$ cat config.mk
export PLATFORM = sky130hd
export DESIGN_NAME = binary_search_engine
export DESIGN_NICKNAME = d
export VERILOG_FILES = /design/src/hw/rtl/bse_pkg.sv /design/src/hw/rtl/bse_ram.sv /design/src/hw/rtl/bse_search.sv /design/src/hw/rtl/binary_search_engine.sv
export SDC_FILE = /design/constraint.sdc
export NUM_CORES = 2
export LEC_CHECK = 0
export BUFFER_PORTS_ARGS = -buffer_cell sky130_fd_sc_hd__buf_2
export CAP_MARGIN = 10
export CORE_MARGIN = 2
export CORE_UTILIZATION = 40
export DETAILED_ROUTE_END_ITERATION = 10
export GPL_ROUTABILITY_DRIVEN = 0
export HOLD_SLACK_MARGIN = 0.15
export PLACE_DENSITY = 0.55
export SYNTH_ARGS = -nofsm -noshare
export SYNTH_HDL_FRONTEND = slang
export SYNTH_SLANG_ARGS = --single-unit
$ cat constraint.sdc
create_clock -name clk -period 5.5 [get_ports clk]
set_input_delay 0 -clock clk [delete_from_list [all_inputs] [get_ports clk]]
set_output_delay 0 -clock clk [all_outputs]
set_load 0.005 [all_outputs]
$ cat src/hw/rtl/bse_pkg.sv
// Shared types and constants for the binary search engine.
// No dependencies; imported by bse_search, binary_search_engine and the bench.
package bse_pkg;

    // Table geometry
    localparam int TABLE_DEPTH = 64;
    localparam int ADDR_W      = $clog2(TABLE_DEPTH);
    // Bounds range over 0 .. TABLE_DEPTH inclusive
    localparam int BOUND_W     = $clog2(TABLE_DEPTH + 1);

    // Field widths
    localparam int VALUE_W = 32;
    localparam int INDEX_W = 6;
    localparam int COUNT_W = 7;
    localparam int PROBE_W = 3;

    localparam logic [PROBE_W-1:0] PROBE_MAX = 3'd7;

    // Request kinds
    localparam logic KIND_WRITE  = 1'b0;
    localparam logic KIND_SEARCH = 1'b1;

    // Result handed from the search sequencer to the output stage
    typedef struct packed {
        logic               valid;
        logic               found;
        logic [PROBE_W-1:0] probes;
    } search_res_t;

endpackage

$ cat src/hw/rtl/bse_ram.sv
// Generic single-write, single-read RAM with registered read data.
// No dependencies.
module bse_ram #(
    parameter int WIDTH = 32,
    parameter int DEPTH = 64
) (
    input  logic                     clk,
    input  logic                     wr_en,
    input  logic [$clog2(DEPTH)-1:0] wr_addr,
    input  logic [WIDTH-1:0]         wr_data,
    input  logic                     rd_en,
    input  logic [$clog2(DEPTH)-1:0] rd_addr,
    output logic [WIDTH-1:0]         rd_data
);

    logic [WIDTH-1:0] mem_reg [DEPTH];
    logic [WIDTH-1:0] rd_data_reg;

    // Write port
    always_ff @(posedge clk)
    begin
        if (wr_en)
        begin
            mem_reg[wr_addr] <= wr_data;
        end
    end

    // Registered read port
    always_ff @(posedge clk)
    begin
        if (rd_en)
        begin
            rd_data_reg <= mem_reg[rd_addr];
        end
    end

    assign rd_data = rd_data_reg;

endmodule

$ cat src/hw/rtl/bse_search.sv
// Binary search sequencer: one probe at a time through the table RAM
// read port and a single signed compare. Depends on bse_pkg.
module bse_search
    import bse_pkg::*;
(
    input  logic               clk,
    input  logic               rst_n,
    // search request
    input  logic               start,
    input  logic [VALUE_W-1:0] key,
    input  logic [BOUND_W-1:0] count,
    output logic               busy,
    // table read port
    output logic               rd_en,
    output logic [ADDR_W-1:0]  rd_addr,
    input  logic [VALUE_W-1:0] rd_data,
    // result
    output search_res_t        res,
    input  logic               res_take
);

    localparam logic [1:0] S_IDLE = 2'd0;
    localparam logic [1:0] S_ADDR = 2'd1;
    localparam logic [1:0] S_CMP  = 2'd2;
    localparam logic [1:0] S_DONE = 2'd3;

    logic [1:0]         state_reg,  state_next;
    logic [BOUND_W-1:0] left_reg,   left_next;
    logic [BOUND_W-1:0] hi_reg,     hi_next;    // one past the right bound
    logic [BOUND_W-1:0] mid_reg,    mid_next;
    logic [VALUE_W-1:0] key_reg,    key_next;
    logic [PROBE_W-1:0] probe_reg,  probe_next;
    logic               found_reg,  found_next;
    logic [BOUND_W:0]   mid_sum;
    logic [BOUND_W-1:0] mid_calc;

    // mid = floor((left + right) / 2) with right = hi - 1
    assign mid_sum  = {1'b0, left_reg} + {1'b0, hi_reg} - {{BOUND_W{1'b0}}, 1'b1};
    assign mid_calc = mid_sum[BOUND_W:1];

    // Next-state logic
    always_comb
    begin
        state_next = state_reg;
        left_next  = left_reg;
        hi_next    = hi_reg;
        mid_next   = mid_reg;
        key_next   = key_reg;
        probe_next = probe_reg;
        found_next = found_reg;
        case (state_reg)
            S_IDLE:
            begin
                if (start)
                begin
                    key_next   = key;
                    left_next  = '0;
                    hi_next    = count;
                    probe_next = '0;
                    found_next = 1'b0;
                    state_next = (count == '0) ? S_DONE : S_ADDR;
                end
            end
            S_ADDR:
            begin
                mid_next   = mid_calc;
                state_next = S_CMP;
            end
            S_CMP:
            begin
                if (probe_reg != PROBE_MAX)
                begin
                    probe_next = probe_reg + 1'b1;
                end
                if (rd_data == key_reg)
                begin
                    found_next = 1'b1;
                    state_next = S_DONE;
                end
                else
                begin
                    if ($signed(rd_data) < $signed(key_reg))
                    begin
                        left_next = mid_reg + 1'b1;
                    end
                    else
                    begin
                        hi_next = mid_reg;
                    end
                    state_next = (left_next < hi_next) ? S_ADDR : S_DONE;
                end
            end
            S_DONE:
            begin
                if (res_take)
                begin
                    state_next = S_IDLE;
                end
            end
            default:
            begin
                state_next = S_IDLE;
            end
        endcase
    end

    // Control state
    always_ff @(posedge clk or negedge rst_n)
    begin
        if (!rst_n)
        begin
            state_reg <= S_IDLE;
        end
        else
        begin
            state_reg <= state_next;
        end
    end

    // Datapath registers
    always_ff @(posedge clk)
    begin
        left_reg  <= left_next;
        hi_reg    <= hi_next;
        mid_reg   <= mid_next;
        key_reg   <= key_next;
        probe_reg <= probe_next;
        found_reg <= found_next;
    end

    // Probe address goes out in the address state
    assign rd_en   = (state_reg == S_ADDR);
    assign rd_addr = ADDR_W'(mid_calc);

    assign busy       = (state_reg != S_IDLE);
    assign res.valid  = (state_reg == S_DONE);
    assign res.found  = found_reg;
    assign res.probes = probe_reg;

    // Checks
    a_start_idle: assert property (@(posedge clk) disable iff (!rst_n)
        start |-> state_reg == S_IDLE)
        else $error("search started while busy");

    a_window_open: assert property (@(posedge clk) disable iff (!rst_n)
        state_reg == S_ADDR |-> left_reg < hi_reg)
        else $error("probe issued on an empty window");

    a_mid_inside: assert property (@(posedge clk) disable iff (!rst_n)
        state_reg == S_CMP |-> (mid_reg >= left_reg) && (mid_reg < hi_reg))
        else $error("probe outside the search window");

    a_take_idle: assert property (@(posedge clk) disable iff (!rst_n)
        (res.valid && res_take) |=> state_reg == S_IDLE)
        else $error("sequencer did not return to idle after result");

endmodule

$ cat src/hw/rtl/binary_search_engine.sv
// Binary search engine: request handshake, entry count register, table
// RAM and output register around the search sequencer.
// Depends on bse_pkg, bse_ram and bse_search.
//
// A write request (tuser 0) stores a signed 32-bit entry and is taken
// with no result. A search request (tuser 1) runs a binary search over
// entries 0 .. min(entry_count, 64) - 1, which must be sorted ascending,
// and returns one result with a found flag and the probe count. Each
// probe passes through an address state, which issues the registered
// read of the table RAM, and then a compare state. The block accepts no
// request while a search runs. A finished result waits in the output
// register without holding up the next request; if that register is
// still full when the next search finishes, the block stays busy until
// it drains. Write entry_count only while the block is idle.
module binary_search_engine
    import bse_pkg::*;
(
    input  logic                 clk,
    input  logic                 rst_n,
    // configuration
    input  logic                 cfg_wr_en,
    input  logic [COUNT_W-1:0]   cfg_wr_data,   // entry_count
    // request stream
    input  logic                 s_tvalid,
    output logic                 s_tready,
    input  logic [39:0]          s_tdata,       // [5:0] entry_index, [37:6] item_value
    input  logic                 s_tuser,       // kind
    // result stream
    output logic                 m_tvalid,
    input  logic                 m_tready,
    output logic [7:0]           m_tdata        // [0] found, [3:1] probe_count
);

    logic [COUNT_W-1:0] count_reg;
    logic [BOUND_W-1:0] eff_count;
    logic               out_valid_reg;
    logic               out_found_reg;
    logic [PROBE_W-1:0] out_probe_reg;
    logic               accept;
    logic [INDEX_W-1:0] in_index;
    logic [VALUE_W-1:0] in_value;
    logic               wr_en;
    logic               start;
    logic               busy;
    logic               rd_en;
    logic [ADDR_W-1:0]  rd_addr;
    logic [VALUE_W-1:0] rd_data;
    logic               res_take;
    search_res_t        res;

    // Entry count register
    always_ff @(posedge clk or negedge rst_n)
    begin
        if (!rst_n)
        begin
            count_reg <= '0;
        end
        else if (cfg_wr_en)
        begin
            count_reg <= cfg_wr_data;
        end
    end

    // Counts above the table depth saturate
    assign eff_count = (32'(count_reg) > 32'(TABLE_DEPTH)) ? BOUND_W'(TABLE_DEPTH)
                                                           : BOUND_W'(count_reg);

    // Request decode
    assign s_tready = !busy;
    assign accept   = s_tvalid && s_tready;
    assign in_index = s_tdata[INDEX_W-1:0];
    assign in_value = s_tdata[INDEX_W+VALUE_W-1:INDEX_W];
    assign wr_en    = accept && (s_tuser == KIND_WRITE)
                      && (32'(in_index) < 32'(TABLE_DEPTH));
    assign start    = accept && (s_tuser == KIND_SEARCH);

    bse_ram #(
        .WIDTH (VALUE_W),
        .DEPTH (TABLE_DEPTH)
    ) u_table (
        .clk     (clk),
        .wr_en   (wr_en),
        .wr_addr (ADDR_W'(in_index)),
        .wr_data (in_value),
        .rd_en   (rd_en),
        .rd_addr (rd_addr),
        .rd_data (rd_data)
    );

    bse_search u_search (
        .clk      (clk),
        .rst_n    (rst_n),
        .start    (start),
        .key      (in_value),
        .count    (eff_count),
        .busy     (busy),
        .rd_en    (rd_en),
        .rd_addr  (rd_addr),
        .rd_data  (rd_data),
        .res      (res),
        .res_take (res_take)
    );

    // Output register: loads when empty or being drained
    assign res_take = res.valid && (!out_valid_reg || m_tready);

    always_ff @(posedge clk or negedge rst_n)
    begin
        if (!rst_n)
        begin
            out_valid_reg <= 1'b0;
        end
        else if (res_take)
        begin
            out_valid_reg <= 1'b1;
        end
        else if (m_tready)
        begin
            out_valid_reg <= 1'b0;
        end
    end

    always_ff @(posedge clk)
    begin
        if (res_take)
        begin
            out_found_reg <= res.found;
            out_probe_reg <= res.probes;
        end
    end

    assign m_tvalid = out_valid_reg;
    assign m_tdata  = {4'b0000, out_probe_reg, out_found_reg};

    // Checks
    a_no_overwrite: assert property (@(posedge clk) disable iff (!rst_n)
        (out_valid_reg && !m_tready) |-> !res_take)
        else $error("pending result overwritten");

    a_one_result: assert property (@(posedge clk) disable iff (!rst_n)
        res_take |=> !res.valid)
        else $error("search result delivered twice");

    a_write_no_search: assert property (@(posedge clk) disable iff (!rst_n)
        !(wr_en && busy))
        else $error("table write during a search");

endmodule

# --- Yosys cells after proc, flatten, opt, wreduce, memory -nomap -nowiden ---
# Memory sizes are Yosys's and may differ from the RTL's. A register that Yosys moved wholly into a read port is not among the register bits.
# Cells that the tools add are included.
op_classes:
  add_sub_neg: 4
  order_cmp: 3
  eq_ne: 10
  mux: 29
  n_bitwise: 1
  reduce_logical: 17
ops:
  columns: ["op", "count"]
  rows:
  - ["$mux W7", 11]
  - ["$eq A32 B32 Y1", 1]
  - ["$lt A32 B32 Y1", 1]
  - ["$pmux W7 S2", 2]
  - ["$mux W2", 5]
  - ["$reduce_and A3 Y1", 3]
  - ["$add A7 B7 Y8", 1]
  - ["$pmux W2 S4", 1]
  - ["$sub A8 B1 Y8 const B", 1]
  - ["$add A7 B1 Y7 const B", 1]
  - ["$gt A7 B7 Y1 const B", 1]
  - ["$logic_not A7 Y1", 1]
  - ["$lt A7 B7 Y1", 1]
  - ["$mux W1", 6]
  - ["$mux W3", 2]
  - ["$ne A2 B2 Y1 const B", 3]
  - ["$pmux W3 S2", 1]
  - ["$reduce_bool A2 Y1", 3]
  - ["$eq A2 B2 Y1 const B", 2]
  - ["$logic_and A1 B1 Y1", 4]
  - ["$ne A2 B1 Y1 const B", 2]
  - ["$reduce_and A2 Y1", 2]
  - ["$add A3 B1 Y3 const B", 1]
  - ["$ne A3 B3 Y1 const B", 1]
  - ["other kinds (6)", 7]
word_totals:
  ff_bits: 71
  mem_bits_rw: 2048
  out_inout_bits: 10
  mem_count: 1
memory_table:
  columns: ["memory", "depth", "word_bits", "rd", "rd_ports_with_merged_regs", "write_ports", "line_no", "text"]
  rows:
  - ["u_table.mem_reg", 64, 32, 1, 1, 1, "bse_ram.sv:16", "logic [WIDTH-1:0] mem_reg [DEPTH];"]

# --- Logic depth before layout (Yosys ltp) ---
depth:
  ltp_word: 8
  ltp_mapped: 16
  ltp_nobuf: 15

# --- Hierarchy ---
# Synthesis repeated with hierarchy kept, for this count alone.
hier_totals:
  cells_unflattened: 3699
  hier_area_um2: 83088.4
modules_own_cells:
  columns: ["mod", "instances", "cells_each", "area_per_inst_um2", "seq_area_each_um2"]
  rows:
  - ["bse_ram", 1, 3324, 78835.6, 62459.9]
  - ["bse_search", 1, 336, 3697.3, 1761.7]
  - ["binary_search_engine", 1, 39, 555.5, 320.3]

# --- Least setup slack after synthesis ---
# No wires, ideal clock.
synth_path:
  path_kind: "register to register"
  from: "register u_search.left_reg[0]"
  to: "register u_table.rd_data_reg[11] (netlist: u_table.rd_data[11]) (read register of u_table.mem_reg) (data pin)"
  setup_time_ps: 272
  arrival_ps: 3550
  slack_ps: 1678
  path_stages_with_launch: 10
  n_path_buf: 3
  period_less_slack_ps: 3822
  path_cell_list: "edfxtp_1 -> or2_2 -> ha_1 -> fa_1 -> clkbuf_1 -> clkbuf_1 -> buf_1 -> mux4_2 -> mux4_2 -> mux4_2"
synth_between:
  elab_chain_cells: 2
synth_lines:
  columns: ["element", "line_no", "text"]
  rows:
  - ["start, declared", "bse_search.sv:28", "logic [BOUND_W-1:0] left_reg, left_next;"]
  - ["start signal, assigned", "bse_search.sv:123", "left_reg <= left_next;"]
  - ["$add A7 B7 Y8", "bse_search.sv:38", "assign mid_sum = {1'b0, left_reg} + {1'b0, hi_reg} - {{BOUND_W{1'b0}}, 1'b1};"]
  - ["$sub A8 B1 Y8", "bse_search.sv:38", null]
  - ["named net rd_addr[1]", "binary_search_engine.sv:46", "logic [ADDR_W-1:0] rd_addr;"]
  - ["end, declared", "bse_ram.sv:17", "logic [WIDTH-1:0] rd_data_reg;"]
# The timed path passes the listed nets, and every way through them passes these cells.
# A chain may end at the register's enable or synchronous reset.

# --- Worst setup path in the final report ---
layout_path:
  from: "register u_search.left_reg[0]"
  to: "register u_table.rd_data_reg[30] (netlist: u_table.rd_data[30]) (read register of u_table.mem_reg) (data pin)"
# Same word-level chain as after synthesis.

==> flow_summary.ini <==
[global_routing]
grt_pass1_wl_um = 278000
grt_use_total_pct = 18.5
grt_max_degree = 87
grt_pass1_vias = 38342
antenna_found_initial = 17
overflow = 0

[detailed_routing]
drcViolationCount = 0
drt_first_pass_iters = 5
drt-wirelength-per-cell_um = 29.5
drtIter0Drc = 3414
vias = 36555
via_per_inst = 5.58
antenna_left = 0
drt_wl_total_um = 193000

[run]
max-cap-violations = 0

[sta]
finalCritPeriodShare_pct = 79.4
rsz0062_at_grt = no
tightestPinTransition_ps = 1210
finalHoldViolCount = 0
max_freq_mhz = 229
setup_viol = 0
fin_worst_skew_ps = 28.2
slew_headroom_pct = 19.3
maxSlewViolCount = 0
finalSetupTns_ps = 0
period_minus_slack_ps = 4370

[logic_synthesis]
synth_cells = 3351
synth-warning-count = 0
async_reset_ff_share_pct = 0.465
synth.avg_cell_area_um2 = 24.7
netlist_area_um2 = 82700
ys_seq_elements = 2151
synth_flop_cell = edfxtp_1
ys_types = 44
synth_edf_count = 2141
yosysSeqAreaShare_pct = 78.0

[hold_path]
hold_path.class = input pin to register

[clock_tree]
cts-root-buf = clkbuf_16
htreeDepth = 4
post_cts_buffers = 0
cts.clk_slew.worst_paths_ps = 60
insertion_delay_ps = 860
cts_tree = yes
clock_path_buffers = 3
cts_made_buffers = 216
clock_sinks = 2151

[critical_path]
max_stage_delay_ps = 850
crit_type = register to register
worstPathRequired_ps = 6080
crit_family = multiplexers
path_buf_inv = 2
crit_chain = or2_2, ha_4, fa_4, buf_4, buf_4, mux4_2, mux4_2, mux4_2
cp_max_fo = 22
cp_slowest_cell = fa_4
crit_arrival_ps = 4950
critPathCaptureType = register
startpoint_type = register
crit_top_cell = mux4_2

[floorplanning]
die-width_um = 459
io_pins = 63
core_um2 = 205000
die_height_um = 459
initial_core_util_pct = 40.3
dieArea_um2 = 210000
row_count = 166

[place]
io_buffer_count = 56
dp_hpwl_um = 109000

[finish]
final_common_cell = edfxtp_1
area_growth_pct = 15.3
drive_gt1_share_pct = 32.5
final_cell_mix = 2141 x edfxtp_1, 672 x mux4_2, 216 x clkbuf_16, 115 x buf_4, 70 x dlygate4sd3_1
final_nets = 3789
largest_reg_flops = 2048

[outcome]
status = finished, final reports clean
repair_timing:
action	in CTS	in global routing
setup endpoints to repair	0	0
endpoints found under the hold margin	2208	46
hold buffers	67	3
gates resized for setup	0	0
routing by layer:
metal  routed length, um  vias up  global-route usage, %
met5                  13        -                      0
met4                3540        2                   4.49
met3               10500      247                   3.41
met2               98700      921                   31.2
met1               80600    20224                   25.0
li1                    -    15161                      -
cells by family after synthesis:
family / Yosys count / share of synthesized area (%)
flops: 2151 / 78.0
mux: 695 / 18.6
buf+inv: 230 / 1.18
simple gates: 154 / 0.871
compound gates: 56 / 0.411
fa+ha+maj: 54 / 0.826
xor+xnor: 10 / 0.106
other cells: 1 / 0.00453
final cells by class:
type / instances / area, um^2
Fill cell: 16755 / 110000
Sequential cell: 2151 / 64500
Multi-Input combinational cell: 973 / 17800
Clock buffer: 257 / 5560
Tap cell: 2688 / 3360
Timing Repair Buffer: 273 / 2490
Clock inverter: 143 / 1410
Inverter: 67 / 251
Antenna cell: 3 / 7.51
synthesized netlist by cell type (2+ instances only):
cell type / count / area share [%]
nor3_1: 3 / 0.018
buf_4: 13 / 0.12
mux2_2: 10 / 0.14
a21o_1: 5 / 0.045
ha_1: 53 / 0.80
nor2_1: 77 / 0.35
mux4_2: 672 / 18
nor4_1: 3 / 0.023
buf_1: 16 / 0.073
buf_2: 46 / 0.28
dfrtp_1: 10 / 0.30
edfxtp_1: 2141 / 78
clkbuf_1: 87 / 0.39
and3_1: 2 / 0.015
mux2i_1: 13 / 0.16
o21ai_0: 15 / 0.091
nor2b_1: 7 / 0.053
o21bai_1: 3 / 0.027
and2_1: 8 / 0.060
nand3b_1: 9 / 0.082
o211ai_1: 3 / 0.027
nand3_1: 10 / 0.060
nand2b_1: 2 / 0.015
nand2_1: 20 / 0.091
inv_1: 67 / 0.30
a21oi_1: 22 / 0.13
nand4_1: 8 / 0.060
xnor2_1: 10 / 0.11
final timing paths:
path | endpoint | slack (ps) | from | cells after the start
setup / recovery | u_table.rd_data[30]$_DFFE_PP_ | 1130 | u_search.left_reg[0]$_SDFFCE_PN0P_ | 8
hold / removal | u_table.mem_reg[62][24]$_DFFE_PP_ | 180 | s_tdata[30] | 2
setup reg to reg | u_table.rd_data[30]$_DFFE_PP_ | 1130 | u_search.left_reg[0]$_SDFFCE_PN0P_ | 8
hold reg to reg | out_found_reg$_DFFE_PP_ | 430 | u_search.found_reg$_DFFE_PP_ | 0
max in group asynchronous | count_reg[6]$_DFFE_PN0P_ | 4460 | rst_n | 4
min in group asynchronous | u_search.state_reg[1]$_DFFE_PN0P_ | 720 | rst_n | 4
through the flow:
| step | instances | hold slack [ps] | area (um^2) | util [%] | setup WS (ps) |
|---|---|---|---|---|---|
| detailed placement | 6073 | -128 | 87500 | 42.7 | 1160 |
| finish | 6555 | 180 | 95400 | 46.5 | 1130 |
| global placement | 6073 | -131 | 87500 | 42.7 | 1180 |
| global route | 6554 | 150 | 95400 | 46.5 | 1030 |
| CTS | 6540 | 159 | 95200 | 46.4 | 1130 |
| floorplan | 3354 | -296 | 82700 | - | 1680 |
Power is not shown: default switching activity piles up to over one toggle a cycle in this logic, so the estimate is an artifact.
